==> src/sv/lpf_ram.sv <==
// Simple dual-port RAM: one write port, one read port with registered data.
// No package dependency; used for the byte ring and the length queue.
`default_nettype none

module lpf_ram #(
	parameter int unsigned DEPTH = 16,
	parameter int unsigned WIDTH = 8
) (
	input  wire logic                     clk,
	input  wire logic                     we,
	input  wire logic [$clog2(DEPTH)-1:0] waddr,
	input  wire logic [WIDTH-1:0]         wdata,
	input  wire logic                     re,
	input  wire logic [$clog2(DEPTH)-1:0] raddr,
	output      logic [WIDTH-1:0]         rdata
);

	logic [WIDTH-1:0] mem [DEPTH];

	always_ff @(posedge clk) begin
		if (we) begin
			mem[waddr] <= wdata;
		end
		if (re) begin
			rdata <= mem[raddr];
		end
	end

endmodule

`default_nettype wire

==> config.mk <==
export PLATFORM = sky130hd
export DESIGN_NAME = lpf_ram
export DESIGN_NICKNAME = d
export VERILOG_FILES = /design/src/sv/lpf_ram.sv
export SDC_FILE = /design/constraint.sdc
export NUM_CORES = 1
export LEC_CHECK = 0
export BUFFER_PORTS_ARGS = -buffer_cell sky130_fd_sc_hd__buf_2
export CORE_AREA = 2 2 118 120
export CTS_CLUSTER_SIZE = 28
export DETAILED_ROUTE_END_ITERATION = 16
export DIE_AREA = 0 0 120 122
export HOLD_SLACK_MARGIN = 0.05
export MAX_ROUTING_LAYER = met4
export SYNTH_ARGS = -nofsm -noshare
export SYNTH_HDL_FRONTEND = slang
export SYNTH_SLANG_ARGS = --single-unit
==> constraint.sdc <==
create_clock -name clk -period 1.7 [get_ports clk]
set_input_delay 0.17 -clock clk [delete_from_list [all_inputs] [get_ports clk]]
set_output_delay 0.17 -clock clk [all_outputs]
set_load 0.05 [all_outputs]
==> out/qor.yml <==
die_area_um2: 14600
core_um2: 13500
dp.cells: 452
worst_path_largest_cell_delay_ns: 0.51
r2r_cells: 3
multi_input_area_um2: 1060
rrSetupSlack_ns: 0.20
yosysWarnings: 0
synth_cells: 229
ir_worst_vdd_mv: 0.690
slew_violations: 0
grt_overflow: 0
cellLeakagePower_nw: 2.14
clock-sinks: 136
grt_max_degree: 18
h-tree-depth: 4
clk_pin_slew_ns: 0.05
min_from: "re"
min_to: "rdata[3]$_DFFE_PP_"
cp.arrival_ns: 1.66
rsz0062_at_grt: "no"
worst_pin_slew_ns: 0.412
power_frac_clock_pct: 46.5
cap_viol_max_count: 0
post-cts-setup-buffer-count: 0
synth_common_cells: "136 x edfxtp_1, 18 x mux4_2, 16 x a22oi_1"
critical-path-slowest-cell: "mux4_1"
finalPower_w: 0.00788
min_path_cells: 1
rr_endpoint: "rdata[0]$_DFFE_PP_"
outcome: "finished clean"
dr.pass1.iters: 4
drive_above_1_share_pct: 31.6
crit_chain: "mux4_1 -> a22oi_1 -> nand2_1"
cts_hold_buf: 0
ctsResizeCount: 0
power_density_nw_per_um2: 1250
relSlewSlack_pct: 72.5
intPower_w: 0.00636
finalSetupViolCount: 0
synth-seq-cells: 136
syn-num-nets: 248
area_growth_pct: 20.9
rows: 43
cts_buffers: 17
ys_types: 18
fin_worst_skew_ns: 0.00476
dp_slack_ns: -0.0723
p_seq_share_pct: 48.2
vias: 2482
clock_latency_ns: 0.41
gp_congestion: 0.736
ant_nets: 0
async_reset_ff_share_pct: 0
cp_max_fo: 1
wl_um: 10300
synthFlopType: "edfxtp_1"
synth-edff-count: 136
via_per_inst: 5.12
synth.top_cell.area_share_pct: 78.1
r2r-start: "mem[2][0]$_DFFE_PP_"
cts-root-buf: "clkbuf_16"
track_usage_pct: 16.3
drc: 0
io_pins: 27
port_buffers: 26
max_freq_mhz: 666
netlist_area_um2: 5230
cts_tree: "done"
synth-seq-area-share_pct: 78.1
die_w_um: 120
hold_viol: 0
dieHeight_um: 122
nets: 310
fillCellCount: 1111
cp-start-kind: "flop"
clock_path_buffers: 2
final_core_util_pct: 46.8
antenna_found_initial: 1
grt_pass1_wl_um: 15900
sw_frac_of_total_pct: 19.3
finalNonFillerCells: 485
setup_slack_ns: 0.199
whs_ns: 0.130
switchingPower_w: 0.00152
drtIter0Drc: 238
pwr-share-comb_pct: 5.3
wl_per_cell_um: 21.3
avgSynthCellArea_um2: 22.8
grt_pass1_vias: 2686
hp-class: "in -> reg"
regArea_um2: 4080
worst-setup-path-type: "reg -> reg"
synth.most_common_cell: "edfxtp_1"
dp_hpwl_um: 6700
end_kind: "flop"
fin_crit_ns: 1.50
start_util_pct: 38.7
ys_top_cells_by_area: "edfxtp_1 78%, mux4_2 7.8%, mux4_1 7.0%"
required_ns: 1.86
yosysTopAreaCell: "edfxtp_1"
fin_crit_sh_pct: 88.3
## registers in the layout (all words and copies together), names as in the netlist
| name | cells |
|---|---|
| rdata | 8 |
| mem | 128 |
## routing by layer
layer / wire (um) / vias up / GRT usage, %
met4: 212 / 0 / 7.57
met1: 4320 / 1279 / 20.3
met2: 5050 / 78 / 24.4
met3: 751 / 15 / 5.15
met5: 0 / - / -
li1: - / 1110 / -
## worst max-delay path by stage
stage | cells after the start | slack [ns] | endpoint | from
2_1_floorplan | 2 | 0.04 | mem[0][0]$_DFFE_PP_ | waddr[2]
3_3_place_gp | 6 | -0.09 | rdata[3]$_DFFE_PP_ | raddr[0]
3_5_place_dp | 6 | -0.07 | rdata[3]$_DFFE_PP_ | raddr[0]
4_1_cts | 3 | 0.14 | rdata[0]$_DFFE_PP_ | mem[2][0]$_DFFE_PP_
5_1_grt | 3 | 0.10 | rdata[0]$_DFFE_PP_ | mem[1][0]$_DFFE_PP_
6_report | 3 | 0.20 | rdata[0]$_DFFE_PP_ | mem[2][0]$_DFFE_PP_
## worst max-delay path: cells and delay by family, from the launching register on
kind             cells  cell delay, ns
multiplexers         1            0.51
flip-flops           1            0.37
AO/OA/AOI/OAI        1            0.28
AND/OR/NAND/NOR      1            0.09
## power groups by stage
| stage | sequential, W | combinational, W | clock, W |
|---|---|---|---|
| CTS | 0.00380 | 0.000422 | 0.00373 |
| global route | 0.00380 | 0.000449 | 0.00388 |
| floorplan | 0.00392 | 0.000191 | 0 |
| finish | 0.00380 | 0.000415 | 0.00367 |
| detailed placement | 0.00387 | 0.000422 | 0 |
| global placement | 0.00386 | 0.000412 | 0 |
## per-stage QoR
| step | area [um2] | TNS (ns) |
|---|---|---|
| after floorplan | 5230 | 0 |
| after global placement | 5720 | -0.187 |
| after detailed placement | 5720 | -0.245 |
| after CTS | 6320 | 0 |
| after global routing | 6320 | 0 |
| final | 6320 | 0 |
## cell families after synthesis
logic type / synth area share [%]
multiplexers: 14.8
buffers and inverters: 1.65
flip-flops: 78.1
AO/OA/AOI/OAI: 2.30
AND/OR/NAND/NOR: 3.14
## cell usage in the layout, fill, tap and decap left out, drive strengths merged, types with 2 or more instances in the layout
master	instances
nand2	9
nor2	13
nand2b	2
mux4	32
clkinv	7
clkbuf	20
buf	53
nor3	4
bufinv	4
a22oi	16
edfxtp	136
nand3b	2
## layout make-up
| cell class | count | share of cell area (%) |
|---|---|---|
| Sequential cell | 136 | 64.6 |
| Clock inverter | 12 | 2.47 |
| Antenna cell | 1 | 0.0396 |
| Multi-Input combinational cell | 83 | 16.7 |
| Timing Repair Buffer | 53 | 5.66 |
| Clock buffer | 20 | 6.91 |
| Tap cell | 180 | 3.56 |
Note: power is estimated with default switching activity, not from simulation.
